$ cat src/uxde_pkg.sv
// Shared constants and types for the XOR difference patch encoder.
`default_nettype none

package uxde_pkg;

  // Default width of the matching-byte counter
  localparam int CountBitsDef = 32;

  // Bijective base-128 digits of the match count
  localparam int DigitBits = 7;
  localparam logic [7:0] FinalDigitFlag = 8'h80;
  localparam logic [7:0] ZeroByte = 8'h00;

  // Position counter
  localparam int PosBits = 32;
  localparam logic [PosBits-1:0] PosMax = {PosBits{1'b1}};

  // One digit step from the shared digit unit
  typedef struct packed {
    logic                 last;   // no further digits after this one
    logic [DigitBits-1:0] digit;  // low seven bits of the current value
  } digit_t;

endpackage

`default_nettype wire

$ cat src/ups_xor_diff_encoder.sv
// Top level of the XOR difference patch encoder: sequencer and output register.
//
//  channel  dir  handshake                    payload
//  s_axis   in   s_axis_tvalid/tready         tdata {modified, original}, tlast final_byte
//  m_axis   out  m_axis_tvalid/tready         tdata patch_byte, tlast run_last,
//                                             tuser patch_end
//  cfg      in   cfg_valid/cfg_ready          cfg_data source_length
//
//  A matching byte outside a block is only counted. An item inside a block is
//  accepted, then its XOR byte is sent. A block-opening item is accepted, then its
//  count digits go one per cycle through the shared digit unit, then its XOR byte;
//  a final item that leaves a block open adds a trailing zero. Output stalls hold
//  the sequencer. Reset clears the control state; no clearing pass is needed.
`default_nettype none

module ups_xor_diff_encoder
  import uxde_pkg::*;
#(
  parameter int CountBits = CountBitsDef
) (
  input  wire logic        clk_i,
  input  wire logic        rst_ni,
  // input items
  input  wire logic        s_axis_tvalid_i,
  output logic             s_axis_tready_o,
  input  wire logic [15:0] s_axis_tdata_i,   // [7:0] original_byte, [15:8] modified_byte
  input  wire logic        s_axis_tlast_i,   // final_byte
  // result items
  output logic             m_axis_tvalid_o,
  input  wire logic        m_axis_tready_i,
  output logic      [7:0]  m_axis_tdata_o,   // [7:0] patch_byte
  output logic             m_axis_tlast_o,   // run_last
  output logic             m_axis_tuser_o,   // [0] patch_end
  // source length register
  input  wire logic        cfg_valid_i,
  output logic             cfg_ready_o,
  input  wire logic [31:0] cfg_data_i
);

  localparam logic [1:0] StIdle  = 2'd0;
  localparam logic [1:0] StCount = 2'd1;
  localparam logic [1:0] StXor   = 2'd2;
  localparam logic [1:0] StZero  = 2'd3;

  localparam logic [CountBits-1:0] CountMax = {CountBits{1'b1}};

  logic [1:0]           state_q, state_d;
  logic                 in_block_q, in_block_d;
  logic [CountBits-1:0] match_count_q, match_count_d;
  logic [PosBits-1:0]   position_q, position_d;
  logic [31:0]          src_len_q;
  logic [CountBits-1:0] work_q, work_d;
  logic [7:0]           xor_q, xor_d;
  logic                 fin_q, fin_d;
  logic                 trail_q, trail_d;

  logic                 out_valid_q, out_valid_d;
  logic [7:0]           out_byte_q, out_byte_d;
  logic                 out_last_q, out_last_d;
  logic                 out_end_q, out_end_d;

  logic                 emit_ok;
  logic                 in_fire;
  logic [7:0]           orig_byte;
  logic [7:0]           x_byte;
  digit_t               dstep;
  logic [CountBits-1:0] dnext;

  uxde_digit_unit #(
    .CountBits(CountBits)
  ) u_digit (
    .value_i(work_q),
    .step_o (dstep),
    .next_o (dnext)
  );

  assign cfg_ready_o     = 1'b1;
  assign s_axis_tready_o = (state_q == StIdle);
  assign in_fire         = s_axis_tvalid_i && s_axis_tready_o;
  assign emit_ok         = !out_valid_q || m_axis_tready_i;

  // Original bytes past the source end read as zero
  assign orig_byte = (position_q < src_len_q) ? s_axis_tdata_i[7:0] : ZeroByte;
  assign x_byte    = orig_byte ^ s_axis_tdata_i[15:8];

  // Sequencer
  always_comb begin
    state_d       = state_q;
    in_block_d    = in_block_q;
    match_count_d = match_count_q;
    position_d    = position_q;
    work_d        = work_q;
    xor_d         = xor_q;
    fin_d         = fin_q;
    trail_d       = trail_q;
    out_valid_d   = out_valid_q && !m_axis_tready_i;
    out_byte_d    = out_byte_q;
    out_last_d    = out_last_q;
    out_end_d     = out_end_q;

    unique case (state_q)
      StIdle: begin
        if (in_fire) begin
          xor_d      = x_byte;
          fin_d      = s_axis_tlast_i;
          position_d = (position_q != PosMax) ? position_q + PosBits'(1) : position_q;
          if (!in_block_q) begin
            if (x_byte == ZeroByte) begin
              if (match_count_q != CountMax) begin
                match_count_d = match_count_q + CountBits'(1);
              end
            end else begin
              work_d        = match_count_q;
              match_count_d = '0;
              in_block_d    = 1'b1;
              state_d       = StCount;
            end
          end else begin
            state_d = StXor;
            if (x_byte == ZeroByte) begin
              in_block_d    = 1'b0;
              match_count_d = '0;
            end
          end
          // end of stream: trailing zero if the block stays open, then restart
          trail_d = s_axis_tlast_i && in_block_d;
          if (s_axis_tlast_i) begin
            in_block_d    = 1'b0;
            match_count_d = '0;
            position_d    = '0;
          end
        end
      end
      StCount: begin
        if (emit_ok) begin
          out_valid_d = 1'b1;
          out_byte_d  = {dstep.last, dstep.digit};
          out_last_d  = 1'b0;
          out_end_d   = 1'b0;
          work_d      = dnext;
          if (dstep.last) begin
            state_d = StXor;
          end
        end
      end
      StXor: begin
        if (emit_ok) begin
          out_valid_d = 1'b1;
          out_byte_d  = xor_q;
          out_last_d  = !trail_q;
          out_end_d   = fin_q && !trail_q;
          state_d     = trail_q ? StZero : StIdle;
        end
      end
      StZero: begin
        if (emit_ok) begin
          out_valid_d = 1'b1;
          out_byte_d  = ZeroByte;
          out_last_d  = 1'b1;
          out_end_d   = 1'b1;
          state_d     = StIdle;
        end
      end
      default: state_d = StIdle;
    endcase
  end

  // Control registers
  always_ff @(posedge clk_i or negedge rst_ni) begin
    if (!rst_ni) begin
      state_q       <= StIdle;
      in_block_q    <= 1'b0;
      match_count_q <= '0;
      position_q    <= '0;
      src_len_q     <= '0;
      out_valid_q   <= 1'b0;
    end else begin
      state_q       <= state_d;
      in_block_q    <= in_block_d;
      match_count_q <= match_count_d;
      position_q    <= position_d;
      out_valid_q   <= out_valid_d;
      if (cfg_valid_i && cfg_ready_o) begin
        src_len_q <= cfg_data_i;
      end
    end
  end

  // Payload registers
  always_ff @(posedge clk_i) begin
    work_q     <= work_d;
    xor_q      <= xor_d;
    fin_q      <= fin_d;
    trail_q    <= trail_d;
    out_byte_q <= out_byte_d;
    out_last_q <= out_last_d;
    out_end_q  <= out_end_d;
  end

  assign m_axis_tvalid_o = out_valid_q;
  assign m_axis_tdata_o  = out_byte_q;
  assign m_axis_tlast_o  = out_last_q;
  assign m_axis_tuser_o  = out_end_q;

`ifndef SYNTHESIS
  // the match count is always clear while a block is open
  a_block_count_clear: assert property (@(posedge clk_i) disable iff (!rst_ni)
    in_block_q |-> (match_count_q == '0))
    else $error("match count not clear inside block");

  // stream end always closes an item's results
  a_end_is_last: assert property (@(posedge clk_i) disable iff (!rst_ni)
    (m_axis_tvalid_o && m_axis_tuser_o) |-> m_axis_tlast_o)
    else $error("patch end without run last");

  // a final item restarts the position and closes the block
  a_final_restarts: assert property (@(posedge clk_i) disable iff (!rst_ni)
    (in_fire && s_axis_tlast_i) |=> (position_q == '0 && !in_block_q))
    else $error("state not restarted after final item");

  // trailing zero only follows a final item, with the block already closed
  a_zero_after_final: assert property (@(posedge clk_i) disable iff (!rst_ni)
    (state_q == StZero) |-> (fin_q && !in_block_q))
    else $error("trailing zero outside stream end");
`endif

endmodule

`default_nettype wire

$ cat src/uxde_digit_unit.sv
// Shared digit unit: peels one base-128 digit off the match count per cycle while the output is not stalled.
`default_nettype none

module uxde_digit_unit
  import uxde_pkg::*;
#(
  parameter int CountBits = CountBitsDef
) (
  input  wire logic [CountBits-1:0] value_i,
  output digit_t                    step_o,
  output logic      [CountBits-1:0] next_o
);

  logic [CountBits-1:0] shifted;

  // Shift out the low digit; the bijective form takes one off the rest
  assign shifted       = value_i >> DigitBits;
  assign step_o.digit  = value_i[DigitBits-1:0];
  assign step_o.last   = (shifted == '0);
  assign next_o        = shifted - CountBits'(1);

endmodule

`default_nettype wire

$ cat config.mk
export PLATFORM = sky130hd
export DESIGN_NAME = ups_xor_diff_encoder
export DESIGN_NICKNAME = d
export VERILOG_FILES = /design/src/uxde_pkg.sv /design/src/ups_xor_diff_encoder.sv /design/src/uxde_digit_unit.sv
export SDC_FILE = /design/constraint.sdc
export NUM_CORES = 1
export LEC_CHECK = 0
export BUFFER_PORTS_ARGS = -buffer_cell sky130_fd_sc_hd__buf_2
export CAP_MARGIN = 20
export CORE_UTILIZATION = 60
export DETAILED_ROUTE_END_ITERATION = 8
export GPL_TIMING_DRIVEN = 0
export PLACE_DENSITY = 0.9
export SLEW_MARGIN = 10
export SYNTH_ARGS = -nofsm -noshare
export SYNTH_HDL_FRONTEND = slang
export SYNTH_SLANG_ARGS = --single-unit
$ cat constraint.sdc
create_clock -name clk_i -period 6.4 [get_ports clk_i]
set_input_delay 1.28 -clock clk_i [delete_from_list [all_inputs] [get_ports clk_i]]
set_output_delay 1.28 -clock clk_i [all_outputs]
set_load 0.05 [all_outputs]
# Word-level counts from Yosys, hierarchy flattened
# Cells that the tools add are included.
[totals]
ff_bits = 152
input_bits = 54
word_cells = 92
output_inout_bits = 13
[op_classes]
reduce_logical = 21
n_bitwise = 1
n_eq_ne = 15
addsub = 3
n_lt_le_gt_ge = 1
mux = 38
[op_table]
columns = ["op", "n"]
rows = [
  ["$mux W32", 11],
  ["$add A32 B1 Y32 const B", 2],
  ["$ne A32 B32 Y1 const B", 2],
  ["$pmux W32 S2", 1],
  ["$logic_not A32 Y1", 1],
  ["$lt A32 B32 Y1", 1],
  ["$mux W8", 4],
  ["$sub A25 B1 Y26 const B", 1],
  ["$pmux W8 S3", 1],
  ["$mux W2", 8],
  ["$ne A2 B2 Y1 const B", 6],
  ["$mux W1", 10],
  ["$logic_not A8 Y1", 1],
  ["$pmux W2 S4", 1],
  ["$reduce_and A4 Y1", 2],
  ["$xor A8 B8 Y8", 1],
  ["$pmux W1 S3", 2],
  ["$reduce_and A6 Y1", 1],
  ["$reduce_and A5 Y1", 1],
  ["$eq A2 B2 Y1 const B", 2],
  ["$logic_and A1 B1 Y1", 4],
  ["$ne A4 B3 Y1 const B", 1],
  ["$reduce_bool A2 Y1", 2],
  ["$logic_not A1 Y1", 3],
  ["10 further kinds", 10],
]

# Longest topological paths before layout
# Gate-level depths: netlist of the first run.
[depth]
depth_word = 8
mapped_depth = 13
ltp_nobuf = 11

# By module
# From an unflattened synthesis of the first run, not the netlist that was laid out.
[unflattened]
hier_cells = 862
area_unflattened_um2 = 8600.7
[by_module_without_submodules]
columns = ["mod", "area_per_inst_um2", "seq_area_each_um2", "n_inst", "cells_per_inst"]
rows = [
  ["ups_xor_diff_encoder", 7986.4, 4063.9, 1, 775],
  ["uxde_digit_unit", 614.3, 0.0, 1, 87],
]

# Worst setup path before layout of the first run
# OpenSTA, ideal clock, no wires.
[synth_path]
kind = "register to register"
from = "reg position_q[13]"
to = "reg work_q[0] (enable)"
t_required_ns = 5.979
arrival_ns = 3.912
path_buffers = 2
path_slack_ns = 2.067
period_less_slack_ns = 4.333
setup_ns = 0.421
stages_incl_launch_ff = 13
cell_sequence = "dfrtp_1 > ha_1 > a21o_1 > a21o_1 > a221o_1 > o211ai_2 > a311oi_1 > o22ai_1 > or2_1 > buf_6 > buf_6 > a32oi_1 > nor2_1"
[synth_via]
elab_chain_len = 6
[synth_rtl]
columns = ["item", "line", "rtl"]
rows = [
  ["start: declaration", "ups_xor_diff_encoder.sv:50", "logic [PosBits-1:0] position_q, position_d;"],
  ["start signal: assignment", "ups_xor_diff_encoder.sv:181", "position_q <= position_d;"],
  ["$lt A32 B32 Y1", "ups_xor_diff_encoder.sv:83", "assign orig_byte = (position_q < src_len_q) ? s_axis_tdata_i[7:0] : ZeroByte;"],
  ["$mux W8", "ups_xor_diff_encoder.sv:83", ""],
  ["$xor A8 B8 Y8", "ups_xor_diff_encoder.sv:84", "assign x_byte = orig_byte ^ s_axis_tdata_i[15:8];"],
  ["$logic_not A8 Y1", "ups_xor_diff_encoder.sv:108", "if (x_byte == ZeroByte) begin"],
  ["$ne A2 B2 Y1 (no source line)", "n/a", ""],
  ["$reduce_and A5 Y1 (no source line)", "n/a", ""],
  ["end signal: assignment", "ups_xor_diff_encoder.sv:191", "work_q <= work_d;"],
  ["end: declaration", "ups_xor_diff_encoder.sv:52", "logic [CountBits-1:0] work_q, work_d;"],
]
# Every way passes these cells.
# A chain may end at the register's enable or synchronous reset.

# Worst setup path after layout of the first run
[layout_path]
from = "reg position_q[30]"
to = "reg work_q[25] (enable)"
# The elaborated chain is that of the path after synthesis.

==> out/metrics.cfg, run 1 <==
[worst_setup_path]
cpMostUsedCell = buf_6
startpoint_type = flop
crit_path_end_kind = flop
worstReg2RegStart = position_q[30]$_DFFE_PN0P_
slowest_stage = nor2_4
regToRegSetupSlack_ns = 1.80
cpPeakStageDelay_ns = 0.70
worst_ep_required_time_ns = 6.46
worst-setup-path-type = reg -> reg
critical_path_arrival_ns = 4.66
cp_max_fo = 32
reg2reg_depth = 11
path_cells = ha_1 > nand4_1 > nor4_2 > o211ai_2 > and3_1 > o22ai_1 > or2_1 > buf_6 > buf_6 > a32oi_1 > nor2_4
reg2reg_to = work_q[25]$_DFFE_PP_

[die]
die_area_sq_um = 14520
start_util_pct = 62.62
die_h_um = 120.5
chipWidth_um = 120.5
rows = 42
ios = 67
core_sq_um = 13450

[clocking]
clk_latency_ns = 0.44
cts_root_buf = clkbuf_16
htreeDepth = 4
cts.sinks = 152
postCtsResizedCells = 0
postCtsSetupBuffers = 0
clkTransAtPathRegs_ns = 0.06
cts_tree = yes
clockBufferDepth = 2
hold_buffers = 0
cts_made_buffers = 17

[cells_and_area]
antenna_cells = 0
layout_common_cells = 157 x nand2_1, 100 x dfrtp_1, 80 x o21ai_0
multiInputGateArea_sq_um = 4004
final_common_cell = nand2_1
drive_gt1_share_pct = 11.95
area_growth_pct = 12.88
fin_nets = 1079
n_fill_cell = 953
seq_area_sq_um = 4064

[synthesis]
async_reset_ff_share_pct = 65.79
synth_seq_area_share_pct = 48.24
yosysWarnings = 0
synth-main-ff-cell = dfrtp_1
synth_edf_count = 52
syn_area_sq_um = 8424
synth_seq_cells = 152
synth_nets = 994
synthCells = 906
ys_types = 60
avgSynthCellArea_sq_um = 9.298

[power]
cellPowerDensity_nw_per_um2 = 322.4
finalPower_w = 0.003065
leakagePower_nw = 3.988
ir_drop_mv = 0.2586

[timing]
finalHoldViolCount = 0
setup_tns_ns = 0
max_clock_freq_ghz = 0.2174
maxSlewViolCount = 0
rsz0062_at_grt = false
setup_viol_count_final = 0
worstMarginPinSlew_ns = 1.073
relSlewSlack_pct = 28.44
finalCritPeriodShare_pct = 71.89
min_period_ns = 4.601
fin_skew_ns = 0.009679

[routing]
wl_per_cell_um = 17.14
totalWireLength_um = 20220
vias = 7285
final_antenna_net_count = 0
drcViolationCount = 0
via_per_inst = 6.174
drt_iter0_drc = 650
first_pass_iters = 5

[placed_design]
hpwl_um = 14270
gp_congestion = 0.8768
port_buffers = 64

[grt]
antenna_found_initial = 0
use_met3_pct = 5.896
use_met2_pct = 48.71
grt_max_degree = 56
grt-busiest-layer = met2
grt_pass1_vias = 6926
grt.total_usage_pct = 29.24
overflow = 0
gr-usage-met1_pct = 37.20
grt_pass1_wl_um = 32910

[worst_hold_path]
holdPathStages = 1
whs_endpoint = m_axis_tuser_o$_DFFE_PP_
hold_path_class = reg -> reg
hold_start = fin_q$_DFFE_PP_

[flow_run]
maxCapViolations = 0

[outcome]
outcome = finished, final reports clean

==> power by group <==
part | switching [W] | internal [W]
combinational | 0.000585 | 0.000234
sequential | 0.000111 | 0.00126
clock | 0.000389 | 0.000486
total | 0.00108 | 0.00198
==> worst max-delay path, delay by kind of cell (launching register included) <==
kind | cells | cell delay [ns]
adder cells (fa/ha/maj) | 1 | 0.37
AND/OR/NAND/NOR | 5 | 1.97
AO/OA/AOI/OAI | 3 | 1.07
flip-flops | 1 | 0.45
buffers and inverters | 2 | 0.29
==> sequential cells by signal, indices dropped and copies added, names as in the netlist <==
signal	count
work_q	32
m_axis_tvalid_o	1
match_count_q	32
m_axis_tuser_o	1
fin_q	1
state_q	2
trail_q	1
position_q	32
xor_q	8
m_axis_tdata_o	8
src_len_q	32
m_axis_tlast_o	1
in_block_q	1
==> synth_stat cells, drive strengths merged, types with 3 or more instances <==
cell | instances | share of area [%]
o21a | 4 | 0.36
o211ai | 4 | 0.42
ha | 34 | 5.0
a41oi | 25 | 2.6
o311a | 5 | 0.59
nand4 | 16 | 1.4
a311oi | 4 | 0.42
inv | 49 | 2.2
nand2 | 157 | 7.0
nor2 | 74 | 3.3
or2 | 7 | 0.52
and3 | 15 | 1.1
or4 | 4 | 0.36
o21ai | 82 | 4.9
nor2b | 5 | 0.37
and2 | 3 | 0.22
nor3 | 17 | 1.2
o31ai | 6 | 0.53
a21o | 4 | 0.36
dfrtp | 100 | 30
a21oi | 40 | 2.5
edfxtp | 52 | 19
or3 | 16 | 1.2
nor4 | 8 | 0.67
xor2 | 22 | 2.3
buf | 10 | 0.89
and4 | 6 | 0.62
nand3 | 35 | 2.1
clkbuf | 28 | 1.2
a31oi | 6 | 0.45
xnor2 | 37 | 3.8
nand2b | 12 | 0.98
==> worst max-delay path by stage <==
stage,start,slack [ns],cells past startpoint,end
floorplan,position_q[13]$_DFFE_PN0P_,2.07,12,work_q[0]$_DFFE_PP_
global placement,position_q[13]$_DFFE_PN0P_,0.98,12,work_q[31]$_DFFE_PP_
detailed placement,position_q[19]$_DFFE_PN0P_,1.96,12,work_q[31]$_DFFE_PP_
CTS,position_q[19]$_DFFE_PN0P_,1.90,12,work_q[25]$_DFFE_PP_
global route,position_q[30]$_DFFE_PN0P_,1.59,11,work_q[25]$_DFFE_PP_
finish,position_q[30]$_DFFE_PN0P_,1.80,11,work_q[25]$_DFFE_PP_
==> stage by stage <==
step                cells  hold WS [ns]  setup WS, ns  utilization [%]  area [sq um]
finish               1180        0.5258         1.799            70.68          9509
global route         1180        0.5460         1.585            70.68          9509
CTS                  1179        0.5254         1.895            70.63          9502
detailed placement   1147        0.5093         1.958            66.92          9002
global placement     1146        0.5057        0.9801            66.64          8965
floorplan             906        0.4947         2.067                -          8424
==> per-layer routing <==
layer	vias to the layer above	part of all wire (%)
met5	-	0
met4	0	2.3
met2	335	49
met3	46	6.5
met1	3506	42
li1	3398	-
==> layout make-up <==
| type | count | area share [%] |
|---|---|---|
| Sequential cell | 152 | 42.74 |
| Multi-Input combinational cell | 667 | 42.11 |
| Clock buffer | 21 | 4.632 |
| Timing Repair Buffer | 66 | 3.763 |
| Tap cell | 176 | 2.316 |
| Inverter | 49 | 1.934 |
| Buffer | 38 | 1.895 |
| Clock inverter | 11 | 0.6184 |
==> cells by family after synthesis <==
family,share of synthesized area (%)
multiplexers,0.1337
AND/OR/NAND/NOR,21.16
AO/OA/AOI/OAI,14.91
other,0.04451
adder cells (fa/ha/maj),5.050
flip-flops,48.24
buffers and inverters,4.322
XOR/XNOR,6.134
No activity file was read; power rests on OpenSTA's default activity.
==> inputs of run 2 (changes only) <==
==> constraint.sdc (replaced) <==
create_clock -name clk_i -period 4.35 [get_ports clk_i]
set_input_delay 0.87 -clock clk_i [delete_from_list [all_inputs] [get_ports clk_i]]
set_output_delay 0.87 -clock clk_i [all_outputs]
set_load 0.05 [all_outputs]
==> out/metrics.cfg, run 2 (synthesis results as in run 1) <==
[outcome]
outcome = finished, final reports clean

[power]
p_seq_share_pct = 43.9
leakagePower_nw = 4.009
switchingPower_w = 0.001629
pwr-share-clk_pct = 28.0
cellPowerDensity_nw_per_um2 = 479.7
internal_power_w = 0.002961
p_sw_share_pct = 35.48
comb_power_share_pct = 28.0
ir_drop_mv = 0.3386

[grt]
grt_pass1_vias = 6932
grt_pass1_wl_um = 33150
grt.total_usage_pct = 29.48
grt_max_degree = 56
overflow = 0
antenna_found_initial = 0

[die]
chipWidth_um = 120.5
rows = 42
die_h_um = 120.5
ios = 67
die_area_sq_um = 14520
start_util_pct = 62.62
core_sq_um = 13450

[timing]
maxSlewViolCount = 0
finalHoldViolCount = 0
finalCritPeriodShare_pct = 95.87
max_clock_freq_ghz = 0.2398
fin_skew_ns = 0.007329
worstMarginPinSlew_ns = 1.065
fin_ws_ns = 0.1796
setup_tns_ns = 0
setup_viol_count_final = 0
min_period_ns = 4.170
relSlewSlack_pct = 29.01

[cells_and_area]
drive_gt1_share_pct = 12.31
area_growth_pct = 13.57
fin_nets = 1082
final_common_cell = nand2_1
antenna_cells = 0
n_fill_cell = 940
layout_common_cells = 157 x nand2_1, 100 x dfrtp_1, 80 x o21ai_0

[placed_design]
hpwl_um = 14270
port_buffers = 64
preCtsSetupSlack_ns = -0.09155
gp_congestion = 0.8768

[worst_setup_path]
timing.critical_path.from = position_q[19]$_DFFE_PN0P_
worstReg2RegStart = position_q[19]$_DFFE_PN0P_
cp.depth = 13
critPathTopFamily = compound AO/OA/AOI/OAI gates
crit_path_end_kind = flop
cpPeakStageDelay_ns = 0.58
worst_ep_required_time_ns = 4.50
reg2reg_depth = 13
critical_path_arrival_ns = 4.32
cpMostUsedCell = buf_6
cp_max_fo = 16
path_cells = ha_1 > a21oi_1 > o21ai_0 > a221o_1 > nor3_2 > a311oi_1 > o22ai_1 > or2_1 > buf_6 > buf_6 > a32oi_2 > nor2_4 > buf_12
worst-setup-path-type = reg -> reg
slowest_stage = o22ai_1
startpoint_type = flop
crit_buf_inv = 3

[routing]
via_per_inst = 6.184
final_antenna_net_count = 0
totalWireLength_um = 20610
vias = 7316
drcViolationCount = 0
first_pass_iters = 6
wl_per_cell_um = 17.42
drt_iter0_drc = 860

[worst_hold_path]
hold_path_class = in -> async

[clocking]
clockBufferDepth = 2
cts_tree = yes
htreeDepth = 4
clk_latency_ns = 0.44
cts_root_buf = clkbuf_16
cts.sinks = 152
cts_made_buffers = 17
clkTransAtPathRegs_ns = 0.06

[flow_run]
maxCapViolations = 0

## run 2: changes by cell type in the layout (fill, tap and decap cells not counted)
| cell | previous run | this run |
|---|---|---|
| a32oi_2 | 0 | 1 |
| a32oi_1 | 1 | 0 |
| nor2_4 | 1 | 2 |
| buf_12 | 0 | 2 |
## run 2: path summary, 6_finish.rpt
path                            slack, ns                       endpoint
worst max-delay path                 0.18           work_q[25]$_DFFE_PP_
worst min-delay path                 0.45      src_len_q[27]$_DFFE_PN0P_
worst max register to register       0.18           work_q[25]$_DFFE_PP_
worst min register to register       0.52       m_axis_tuser_o$_DFFE_PP_
max in group asynchronous            3.22  match_count_q[28]$_DFFE_PN0P_
min in group clk_i                   0.52       m_axis_tuser_o$_DFFE_PP_
## run 2: routing by layer
| layer | wire, um | part of all wire [%] | up-vias | GRT usage [%] |
|---|---|---|---|---|
| met1 | 8319 | 40 | 3487 | 37.58 |
| met4 | 453 | 2.2 | 0 | 12.73 |
| li1 | - | - | 3400 | - |
| met3 | 1679 | 8.1 | 46 | 5.849 |
| met5 | 0 | 0 | - | 0 |
| met2 | 10150 | 49 | 383 | 49.03 |
## run 2: layout make-up
| cell class | instances | area [sq um] | area share (%) |
|---|---|---|---|
| Sequential cell | 152 | 4064 | 42.47 |
| Multi-Input combinational cell | 668 | 4023 | 42.04 |
| Inverter | 49 | 183.9 | 1.922 |
| Buffer | 38 | 180.2 | 1.883 |
| Clock buffer | 21 | 440.4 | 4.603 |
| Clock inverter | 11 | 58.81 | 0.6146 |
| Timing Repair Buffer | 68 | 397.9 | 4.158 |
| Tap cell | 176 | 220.2 | 2.302 |
## run 2: repair_timing
item,in CTS,in global routing
pin swaps,0,2
gates cloned,1,0
hold buffers,0,0
resized for setup,1,1
setup endpoints to repair,32,32
setup buffers,0,2
## run 2: worst reg2reg max path: stages (launching register included)
cell and delay (ns):
dfrtp_1 0.40, ha_1 0.35, a21oi_1 0.17, o21ai_0 0.21, a221o_1 0.42, nor3_2 0.48
a311oi_1 0.18, o22ai_1 0.58, or2_1 0.21, buf_6 0.14, buf_6 0.16, a32oi_2 0.21
nor2_4 0.19, buf_12 0.17
## run 2: per-stage QoR
stage               hold WS, ns  area (sq um)  util, %  power, W  std cells
finish                   0.4494          9568    71.12  0.004590       1183
global route             0.4895          9568    71.12  0.004771       1183
CTS                      0.4643          9513    70.71  0.004516       1180
detailed placement       0.5093          9002    66.92  0.003227       1147
global placement         0.5057          8965    66.64  0.003164       1146
floorplan                0.4947          8424        -  0.002849        906
## run 2: power groups by stage
stage | logic, W | clock network [W] | registers (W)
4_1_cts | 0.00121 | 0.00129 | 0.00202
6_report | 0.00129 | 0.00129 | 0.00202
2_1_floorplan | 0.000655 | 0 | 0.00219
3_3_place_gp | 0.00113 | 0 | 0.00204
5_1_grt | 0.00139 | 0.00134 | 0.00204
3_5_place_dp | 0.00118 | 0 | 0.00204
